## config.mk

```make
export PLATFORM = sky130hd
export DESIGN_NAME = envelope_compressor_mixer_core_flat
export DESIGN_NICKNAME = d
export VERILOG_FILES = /design/src/rtl/core/ecm_pkg.sv /design/src/rtl/core/ecm_in_if.sv /design/src/rtl/core/ecm_out_if.sv /design/src/rtl/core/envelope_compressor_mixer_core.sv /design/src/flat_wrapper.sv
export SDC_FILE = /design/constraint.sdc
export NUM_CORES = 2
export LEC_CHECK = 0
export BUFFER_PORTS_ARGS = -buffer_cell sky130_fd_sc_hd__clkbuf_2
export CORE_MARGIN = 2
export CORE_UTILIZATION = 25
export DETAILED_ROUTE_END_ITERATION = 10
export HOLD_SLACK_MARGIN = 0.03
export SLEW_MARGIN = 20
export SYNTH_ARGS = -nofsm -noshare
export SYNTH_HDL_FRONTEND = slang
export SYNTH_SLANG_ARGS = --single-unit
```

## constraint.sdc

```tcl
create_clock -name i_clk -period 11.1 [get_ports i_clk]
set_clock_uncertainty 0.1 [all_clocks]
set_input_delay 1.11 -clock i_clk [delete_from_list [all_inputs] [get_ports i_clk]]
set_output_delay 1.11 -clock i_clk [all_outputs]
set_load 0.01 [all_outputs]
```

## src/rtl/core/ecm_pkg.sv

```systemverilog
`default_nettype none
package ecm_pkg;

    localparam int NUM_CHANNELS = 4;
    localparam int ROUTE_REGS   = 4;

    localparam int SAMPLE_W   = 16;
    localparam int CHAN_W     = 2;
    localparam int OCHAN_W    = 6;
    localparam int CFG_IDX_W  = 3;
    localparam int CFG_DATA_W = 26;
    localparam int Q24_W      = 26;
    localparam int ROUTE_W    = 22;

    // serial datapath: one multiplier bit or one quotient bit per cycle
    localparam int STEPS = 26;
    localparam int CNT_W = 5;

    typedef logic [Q24_W-1:0]   t_q24;
    typedef logic [ROUTE_W-1:0] t_route;

    localparam t_q24 ONE_Q24     = 26'd16777216;
    localparam t_q24 ENV_MIN_Q24 = 26'd8388608;
    localparam t_q24 ENV_MAX_Q24 = 26'd33554432;
    // 2^48 / 2^26: partial remainder ahead of the first quotient bit
    localparam t_q24 DIV_INIT    = 26'd4194304;

    localparam logic [OCHAN_W-1:0] NO_TARGET   = 6'd63;
    localparam t_route             ROUTE_RESET = 22'd4128768;

    localparam logic [CFG_IDX_W-1:0] REG_ENABLE  = 3'd0;
    localparam logic [CFG_IDX_W-1:0] REG_ATTACK  = 3'd1;
    localparam logic [CFG_IDX_W-1:0] REG_RELEASE = 3'd2;
    localparam logic [CFG_IDX_W-1:0] REG_ROUTE0  = 3'd3;
    localparam logic [CFG_IDX_W-1:0] REG_ROUTE1  = 3'd4;
    localparam logic [CFG_IDX_W-1:0] REG_ROUTE2  = 3'd5;
    localparam logic [CFG_IDX_W-1:0] REG_ROUTE3  = 3'd6;

endpackage
`default_nettype wire

```

## src/rtl/core/ecm_in_if.sv

```systemverilog
`default_nettype none
interface ecm_in_if;
    import ecm_pkg::*;

    logic                       valid;
    logic                       ready;
    logic signed [SAMPLE_W-1:0] sample;
    logic [CHAN_W-1:0]          channel;

    modport source (output valid, output sample, output channel, input ready);
    modport sink   (input valid, input sample, input channel, output ready);
endinterface
`default_nettype wire

```

## src/rtl/core/ecm_out_if.sv

```systemverilog
`default_nettype none
interface ecm_out_if;
    import ecm_pkg::*;

    logic                       valid;
    logic                       ready;
    logic [OCHAN_W-1:0]         out_channel;
    logic signed [SAMPLE_W-1:0] contribution;
    logic                       active;

    modport source (output valid, output out_channel, output contribution,
                    output active, input ready);
    modport sink   (input valid, input out_channel, input contribution,
                    input active, output ready);
endinterface
`default_nettype wire

```

## src/rtl/core/envelope_compressor_mixer_core.sv

```systemverilog
`default_nettype none
// Channel  Direction  Payload                                 Transaction
// i_in     sink       sample[15:0] s, channel[1:0]            valid & ready
// o_out    source     out_channel[5:0], contribution[15:0] s, valid & ready
//                     active
// i_cfg    write      i_cfg_idx[2:0], i_cfg_data[25:0]        i_cfg_we
//
// Channel-0 transaction: accept, envelope multiply, reciprocal divide, gain
// multiply, output; the envelope multiply is skipped when the envelope
// already sits at its target. Other channels: accept, gain multiply, output.
// One shared shift-add unit and one restoring divider, each one bit per
// cycle. Reset: synchronous, active low, envelope and gain at 1.0. The
// output register holds a result while o_out stalls; the next transaction
// is taken meanwhile and waits only at its own output.
module envelope_compressor_mixer_core (
    input  wire                              i_clk,
    input  wire                              i_rst_n,
    input  wire                              i_cfg_we,
    input  wire [ecm_pkg::CFG_IDX_W-1:0]     i_cfg_idx,
    input  wire [ecm_pkg::CFG_DATA_W-1:0]    i_cfg_data,
    ecm_in_if.sink                           i_in,
    ecm_out_if.source                        o_out
);
    import ecm_pkg::*;

    localparam logic [2:0] S_IDLE = 3'd0;
    localparam logic [2:0] S_ENV  = 3'd1;
    localparam logic [2:0] S_DIV  = 3'd2;
    localparam logic [2:0] S_PROD = 3'd3;
    localparam logic [2:0] S_OUT  = 3'd4;

    localparam logic [CNT_W-1:0] LAST_STEP = CNT_W'(STEPS - 1);

    logic                  r_enable;
    t_q24                  r_attack;
    logic [Q24_W-2:0]      r_release;
    t_route                r_route [ROUTE_REGS];

    t_q24                  r_env;
    t_q24                  r_gain;

    logic [2:0]            r_state;
    logic [CNT_W-1:0]      r_cnt;
    t_q24                  r_amp;
    logic                  r_up;
    logic [30:0]           r_pmag;
    logic                  r_neg;
    logic                  r_inactive;
    logic [OCHAN_W-1:0]    r_target;

    logic [30:0]           r_mcand;
    logic [30:0]           r_acc_hi;
    logic [Q24_W-1:0]      r_acc_lo;
    t_q24                  r_rem;
    t_q24                  r_quo;

    logic                       r_ovalid;
    logic [OCHAN_W-1:0]         r_ochan;
    logic signed [SAMPLE_W-1:0] r_ocontrib;
    logic                       r_oactive;

    // accept-time decode
    logic                  w_accept;
    logic [16:0]           w_smag;
    t_route                w_route;
    logic [15:0]           w_g;
    logic [16:0]           w_gmag;
    logic [33:0]           w_pprod;
    logic [26:0]           w_amp27;
    t_q24                  w_amp;
    t_q24                  w_am;
    t_q24                  w_rm;

    assign w_accept = i_in.valid && i_in.ready;
    assign w_smag   = i_in.sample[15] ? (17'd0 - {i_in.sample[15], i_in.sample})
                                      : {1'b0, i_in.sample};
    assign w_route  = r_route[i_in.channel];
    assign w_g      = w_route[15:0];
    assign w_gmag   = w_g[15] ? (17'd0 - {w_g[15], w_g}) : {1'b0, w_g};
    assign w_pprod  = w_smag * w_gmag;
    assign w_amp27  = {w_smag, 10'b0};
    assign w_am     = (r_attack < ONE_Q24) ? ONE_Q24 : r_attack;
    assign w_rm     = ({1'b0, r_release} > ONE_Q24) ? ONE_Q24 : {1'b0, r_release};

    always_comb begin
        if (!r_enable) begin
            w_amp = ONE_Q24;
        end else if (w_amp27 < {1'b0, ENV_MIN_Q24}) begin
            w_amp = ENV_MIN_Q24;
        end else if (w_amp27 > {1'b0, ENV_MAX_Q24}) begin
            w_amp = ENV_MAX_Q24;
        end else begin
            w_amp = w_amp27[25:0];
        end
    end

    // shift-add step
    logic [31:0]           w_sum;
    logic [30:0]           n_acc_hi;
    logic [Q24_W-1:0]      n_acc_lo;
    logic [27:0]           w_nxt;
    t_q24                  w_env_new;

    assign w_sum    = {1'b0, r_acc_hi} + (r_acc_lo[0] ? {1'b0, r_mcand} : 32'd0);
    assign n_acc_hi = w_sum[31:1];
    assign n_acc_lo = {w_sum[0], r_acc_lo[25:1]};
    assign w_nxt    = {n_acc_hi[25:0], n_acc_lo[25:24]};

    always_comb begin
        if (r_up) begin
            w_env_new = (w_nxt < {2'b0, r_amp}) ? w_nxt[25:0] : r_amp;
        end else begin
            w_env_new = (w_nxt > {2'b0, r_amp}) ? w_nxt[25:0] : r_amp;
        end
    end

    // restoring divide step, dividend bits below the top are zero
    logic [26:0]           w_trial;
    logic                  w_ge;
    t_q24                  n_rem;
    t_q24                  n_quo;

    assign w_trial = {r_rem, 1'b0};
    assign w_ge    = w_trial >= {1'b0, r_env};
    assign n_rem   = w_ge ? 26'(w_trial - {1'b0, r_env}) : w_trial[25:0];
    assign n_quo   = {r_quo[24:0], w_ge};

    // round half away from zero, saturate
    logic [20:0]           w_rnd;
    logic [19:0]           w_r;
    logic signed [SAMPLE_W-1:0] w_contrib;

    assign w_rnd = {1'b0, r_acc_hi[30:11]} + 21'd1;
    assign w_r   = w_rnd[20:1];

    always_comb begin
        if (r_neg) begin
            w_contrib = (w_r > 20'd32768) ? -16'sd32768 : SAMPLE_W'(20'd0 - w_r);
        end else begin
            w_contrib = (w_r > 20'd32767) ? 16'sd32767 : w_r[15:0];
        end
    end

    logic                  w_load;

    assign w_load = (r_state == S_OUT) && (!r_ovalid || o_out.ready);

    assign i_in.ready         = (r_state == S_IDLE);
    assign o_out.valid        = r_ovalid;
    assign o_out.out_channel  = r_ochan;
    assign o_out.contribution = r_ocontrib;
    assign o_out.active       = r_oactive;

    always_ff @(posedge i_clk) begin
        if (!i_rst_n) begin
            r_enable  <= 1'b1;
            r_attack  <= ONE_Q24;
            r_release <= ONE_Q24[24:0];
            for (int k = 0; k < ROUTE_REGS; k++) begin
                r_route[k] <= ROUTE_RESET;
            end
        end else if (i_cfg_we) begin
            case (i_cfg_idx)
                REG_ENABLE:  r_enable   <= i_cfg_data[0];
                REG_ATTACK:  r_attack   <= i_cfg_data[25:0];
                REG_RELEASE: r_release  <= i_cfg_data[24:0];
                REG_ROUTE0:  r_route[0] <= i_cfg_data[21:0];
                REG_ROUTE1:  r_route[1] <= i_cfg_data[21:0];
                REG_ROUTE2:  r_route[2] <= i_cfg_data[21:0];
                REG_ROUTE3:  r_route[3] <= i_cfg_data[21:0];
                default: ;
            endcase
        end
    end

    always_ff @(posedge i_clk) begin
        if (!i_rst_n) begin
            r_state  <= S_IDLE;
            r_cnt    <= '0;
            r_env    <= ONE_Q24;
            r_gain   <= ONE_Q24;
            r_ovalid <= 1'b0;
        end else begin
            if (w_load) begin
                r_ovalid <= 1'b1;
            end else if (o_out.ready) begin
                r_ovalid <= 1'b0;
            end
            case (r_state)
                S_IDLE: begin
                    if (w_accept) begin
                        r_pmag     <= w_pprod[30:0];
                        r_neg      <= i_in.sample[15] ^ w_g[15];
                        r_target   <= w_route[21:16];
                        r_inactive <= (w_route[21:16] == NO_TARGET) || (w_g == 16'd0)
                                      || (32'(i_in.channel) >= NUM_CHANNELS);
                        r_amp      <= w_amp;
                        r_up       <= w_amp > r_env;
                        r_cnt      <= '0;
                        r_acc_hi   <= '0;
                        if (i_in.channel == '0) begin
                            r_mcand  <= {5'b0, r_env};
                            r_acc_lo <= (w_amp > r_env) ? w_am : w_rm;
                            if (w_amp == r_env) begin
                                r_rem   <= DIV_INIT;
                                r_state <= S_DIV;
                            end else begin
                                r_state <= S_ENV;
                            end
                        end else begin
                            r_mcand  <= w_pprod[30:0];
                            r_acc_lo <= r_gain;
                            r_state  <= S_PROD;
                        end
                    end
                end
                S_ENV: begin
                    r_acc_hi <= n_acc_hi;
                    r_acc_lo <= n_acc_lo;
                    if (r_cnt == LAST_STEP) begin
                        r_env   <= w_env_new;
                        r_rem   <= DIV_INIT;
                        r_cnt   <= '0;
                        r_state <= S_DIV;
                    end else begin
                        r_cnt <= r_cnt + 1'b1;
                    end
                end
                S_DIV: begin
                    r_rem <= n_rem;
                    r_quo <= n_quo;
                    if (r_cnt == LAST_STEP) begin
                        r_gain   <= n_quo;
                        r_mcand  <= r_pmag;
                        r_acc_hi <= '0;
                        r_acc_lo <= n_quo;
                        r_cnt    <= '0;
                        r_state  <= S_PROD;
                    end else begin
                        r_cnt <= r_cnt + 1'b1;
                    end
                end
                S_PROD: begin
                    r_acc_hi <= n_acc_hi;
                    r_acc_lo <= n_acc_lo;
                    if (r_cnt == LAST_STEP) begin
                        r_cnt   <= '0;
                        r_state <= S_OUT;
                    end else begin
                        r_cnt <= r_cnt + 1'b1;
                    end
                end
                S_OUT: begin
                    if (w_load) begin
                        r_ochan    <= r_inactive ? '0 : r_target;
                        r_ocontrib <= r_inactive ? '0 : w_contrib;
                        r_oactive  <= !r_inactive;
                        r_state    <= S_IDLE;
                    end
                end
                default: r_state <= S_IDLE;
            endcase
        end
    end

    a_env_range: assert property (@(posedge i_clk) disable iff (!i_rst_n)
        (r_env >= ENV_MIN_Q24) && (r_env <= ENV_MAX_Q24))
        else $error("envelope out of range");

    a_ch0_path: assert property (@(posedge i_clk) disable iff (!i_rst_n)
        (w_accept && (i_in.channel == '0)) |=> (r_state == S_ENV || r_state == S_DIV))
        else $error("channel 0 skipped envelope update");

    a_other_path: assert property (@(posedge i_clk) disable iff (!i_rst_n)
        (w_accept && (i_in.channel != '0)) |=> (r_state == S_PROD))
        else $error("envelope touched by non-zero channel");

    a_prod_done: assert property (@(posedge i_clk) disable iff (!i_rst_n)
        (r_state == S_PROD && r_cnt == LAST_STEP) |=> (r_state == S_OUT))
        else $error("product did not finish");

    a_inactive: assert property (@(posedge i_clk) disable iff (!i_rst_n)
        (r_ovalid && !r_oactive) |-> (r_ocontrib == '0 && r_ochan == '0))
        else $error("inactive result not cleared");

endmodule
`default_nettype wire

```

## src/flat_wrapper.sv

```systemverilog
// flat-port wrapper written by rule: the top's interface ports become plain ports
module envelope_compressor_mixer_core_flat import ecm_pkg::*;
  (i_clk, i_rst_n, i_cfg_we, i_cfg_idx, i_cfg_data, i_in_valid, i_in_sample, i_in_channel, i_in_ready, o_out_valid, o_out_out_channel, o_out_contribution, o_out_active, o_out_ready);
  ecm_in_if i_in_i ();
  ecm_out_if o_out_i ();
  input  wire i_clk;
  input  wire i_rst_n;
  input  wire i_cfg_we;
  input  wire [ecm_pkg::CFG_IDX_W-1:0] i_cfg_idx;
  input  wire [ecm_pkg::CFG_DATA_W-1:0] i_cfg_data;
  input wire logic [$bits(i_in_i.valid)-1:0] i_in_valid;
  input wire logic [$bits(i_in_i.sample)-1:0] i_in_sample;
  input wire logic [$bits(i_in_i.channel)-1:0] i_in_channel;
  output wire logic [$bits(i_in_i.ready)-1:0] i_in_ready;
  output wire logic [$bits(o_out_i.valid)-1:0] o_out_valid;
  output wire logic [$bits(o_out_i.out_channel)-1:0] o_out_out_channel;
  output wire logic [$bits(o_out_i.contribution)-1:0] o_out_contribution;
  output wire logic [$bits(o_out_i.active)-1:0] o_out_active;
  input wire logic [$bits(o_out_i.ready)-1:0] o_out_ready;
  assign i_in_i.valid = i_in_valid;
  assign i_in_i.sample = i_in_sample;
  assign i_in_i.channel = i_in_channel;
  assign i_in_ready = i_in_i.ready;
  assign o_out_valid = o_out_i.valid;
  assign o_out_out_channel = o_out_i.out_channel;
  assign o_out_contribution = o_out_i.contribution;
  assign o_out_active = o_out_i.active;
  assign o_out_i.ready = o_out_ready;
  envelope_compressor_mixer_core u_core (.i_clk(i_clk), .i_rst_n(i_rst_n), .i_cfg_we(i_cfg_we), .i_cfg_idx(i_cfg_idx), .i_cfg_data(i_cfg_data), .i_in(i_in_i), .o_out(o_out_i));
endmodule
```

==> flow_metrics.env <==
export IMPL_drtPass1Iterations=8
export IMPL_cts_buffers=41
export IMPL_die_w_um=356.4
export IMPL_dieArea_sq_um=127000
export IMPL_drtAntennaViolNets=0
export IMPL_end_kind="register"
export IMPL_synth_area_top_cells="edfxtp_1 30%, fa_1 14%, ha_1 7.5%, dfxtp_1 7.3%, nand2_1 5.4%"
export IMPL_async_reset_ff_frac=0
export IMPL_synth_top_area_frac=0.2960
export IMPL_fp_row_count=129
export IMPL_synth_seq_cells=419
export IMPL_viasPerCell=4.744
export IMPL_layout_commonest_cell="nand2_1"
export IMPL_clkTransAtPathRegs_ps=70
export IMPL_fmax_mhz=101.7
export IMPL_cts_tree="done"
export IMPL_arrival_ps=10070
export IMPL_rr_startpoint="u_core.r_route[3][0]"
export IMPL_clk_path_buf_depth=3
export IMPL_postSynthAreaPerCell_sq_um=9.679
export IMPL_htreeDepth=2
export IMPL_final_max_slew_viol_count=0
export IMPL_setup_viol=0
export IMPL_drc=0
export IMPL_min_from="u_core.r_gain[25]"
export IMPL_cts_resized=0
export IMPL_fin_tns_setup_ps=0
export IMPL_finalNonFillerCells=4947
export IMPL_ys_warn_count=0
export IMPL_gp_congestion=0.9445
export IMPL_routedWlPerCell_um=17.71
export IMPL_hold_class="register to register"
export IMPL_finalHoldViolations=0
export IMPL_design_core_area_sq_um=123500
export IMPL_clk_latency_ps=610
export IMPL_cts_hold_buf=0
export IMPL_placed_cells=4870
export IMPL_worstSetupPathType="primary input to register"
export IMPL_critPathMaxFanout=13
export IMPL_io_pins=77
export IMPL_die_height_um=356.4
export IMPL_routed_wl_um=87610
export IMPL_cts_sinks=419
export IMPL_drive_gt1_frac=0.07857
export IMPL_tightest_slew_ps=1178
export IMPL_syn_area_sq_um=31040
export IMPL_min_to="u_core.r_gain[25]"
export IMPL_grt_total_usage=0.1361
export IMPL_crit_required_ps=11340
export IMPL_r2r_end="u_core.r_mcand[30]"
export IMPL_startpoint_type="primary input"
export IMPL_ys_seq_area_frac=0.3689
export IMPL_rsz0062_at_grt="no"
export IMPL_drv_cap=0
export IMPL_critPathMaxStageDelay_ps=770
export IMPL_area_growth_pct=12.60
export IMPL_synth_ff_type="edfxtp_1"
export IMPL_start_util=0.2514
export IMPL_fin_crit_sh=0.8854
export IMPL_grt_pass1_wl_um=135400
export IMPL_r2r_slack_ps=1840
export IMPL_antenna_found_initial=12
export IMPL_drt_iter0_drc=1994
export IMPL_holdPathStages=2
export IMPL_crit_path_top_delay_cell="mux4_2"
export IMPL_syn_inst=3207
export IMPL_grt_pass1_vias=22744
export IMPL_final_area_sq_um=34950
export IMPL_numPortBuffers=76
export IMPL_fin_nets=3739
export IMPL_num_vias=23468
export IMPL_path_common_cell="fa_1"
export IMPL_grt_ovfl_total=0
export IMPL_grt_max_degree=73
export IMPL_synth_edf_count=306
export IMPL_dpl_cell_area_sq_um=33550
export IMPL_period_needed_ps=9828
export IMPL_dpl_hpwl_um=65240
export IMPL_mostFrequentLayoutCells="445 x nand2_1, 357 x inv_1, 306 x edfxtp_1"
export IMPL_synth_top_area_cell="edfxtp_1"
export IMPL_cts_root_buf="clkbuf_16"
export IMPL_slew_limit_headroom=0.2121
export IMPL_status="complete, no violations"
export IMPL_reg2reg_depth=29
export IMPL_synth_cell_types=82
export IMPL_cts_setup_buffers=0
## registers in the layout, summed over array words and instances (netlist names), 3 cells and up
name	cells
u_core.r_route	88
u_core.r_acc_hi	31
u_core.r_mcand	31
u_core.r_pmag	31
u_core.r_acc_lo	26
u_core.r_attack	26
u_core.r_env	26
u_core.r_gain	26
u_core.r_rem	26
u_core.r_quo	25
u_core.r_release	25
u_core.o_out.contribution	16
u_core.r_amp	16
u_core.o_out.out_channel	6
u_core.r_target	6
u_core.r_cnt	5
u_core.r_state	3
## cells in the mapped netlist, types with 77 or more instances
cell type,count
nand2_1,448
inv_1,358
edfxtp_1,306
nor2_1,256
a21oi_1,231
fa_1,224
ha_1,187
and2_1,132
clkbuf_1,114
dfxtp_1,113
o21ai_0,82
xnor2_1,77
## through the flow
step | util | setup slack, ps | hold slack (ps)
3_3_place_gp | 0.2717 | 929.8 | 343.2
6_report | 0.2831 | 1272 | 356.0
2_1_floorplan | - | 1653 | 331.6
5_1_grt | 0.2830 | 642.0 | 371.2
4_1_cts | 0.2829 | 1298 | 356.8
3_5_place_dp | 0.2718 | 679.2 | 347.9
## per-layer routing
metal | up-vias | GRT usage | routed length [um]
li1 | 11054 | - | -
met1 | 11466 | 0.1946 | 40260
met2 | 817 | 0.2051 | 37640
met3 | 121 | 0.03494 | 7626
met4 | 10 | 0.03038 | 2020
met5 | - | 0 | 66
## worst max path at each step
stage	start	to	slack (ps)
final	i_in_channel[0]	u_core.r_mcand[30]	1270
after global routing	i_in_channel[0]	u_core.r_mcand[30]	640
after CTS	i_in_channel[0]	u_core.r_mcand[30]	1300
after detailed placement	i_in_channel[0]	u_core.r_mcand[30]	680
after global placement	i_in_channel[0]	u_core.r_mcand[30]	930
after floorplan	i_in_channel[0]	u_core.r_mcand[30]	1650
## area by class of cell
type                       count  area, sq um
tap                         1637         2048
multi-input combinational   2318        17880
clock buffer                  57         1147
timing repair buffer         137        838.3
inverter                     359         1349
antenna                        1        2.502
clock inverter                19        230.2
sequential                   419        11450
fill                       13025        88520
## logic make-up (layout without fill, tap and decap cells)
family / count (synthesis) / in the layout / share of synthesized area
muxes: 53 / 53 / 0.02725
DFF: 419 / 419 / 0.3689
buffers and inverters: 496 / 572 / 0.06131
AOI/OAI and AO/OA: 584 / 584 / 0.1185
other: 2 / 29 / 0.0002419
and+or+nand+nor: 1112 / 1112 / 0.1667
adders and majority gates: 411 / 411 / 0.2198
xor gates and xnor gates: 130 / 130 / 0.03729
## worst max-delay path, delay by kind of cell
kind,cells,cell delay [ps]
muxes,1,770
buffers and inverters,6,1090
AOI/OAI and AO/OA,6,1350
and+or+nand+nor,7,1510
adders and majority gates,8,3690
xor gates and xnor gates,2,530
Power is left out: the tool's default activity adds up to more than one toggle a clock period on the data nets, which glitch-free logic cannot reach.
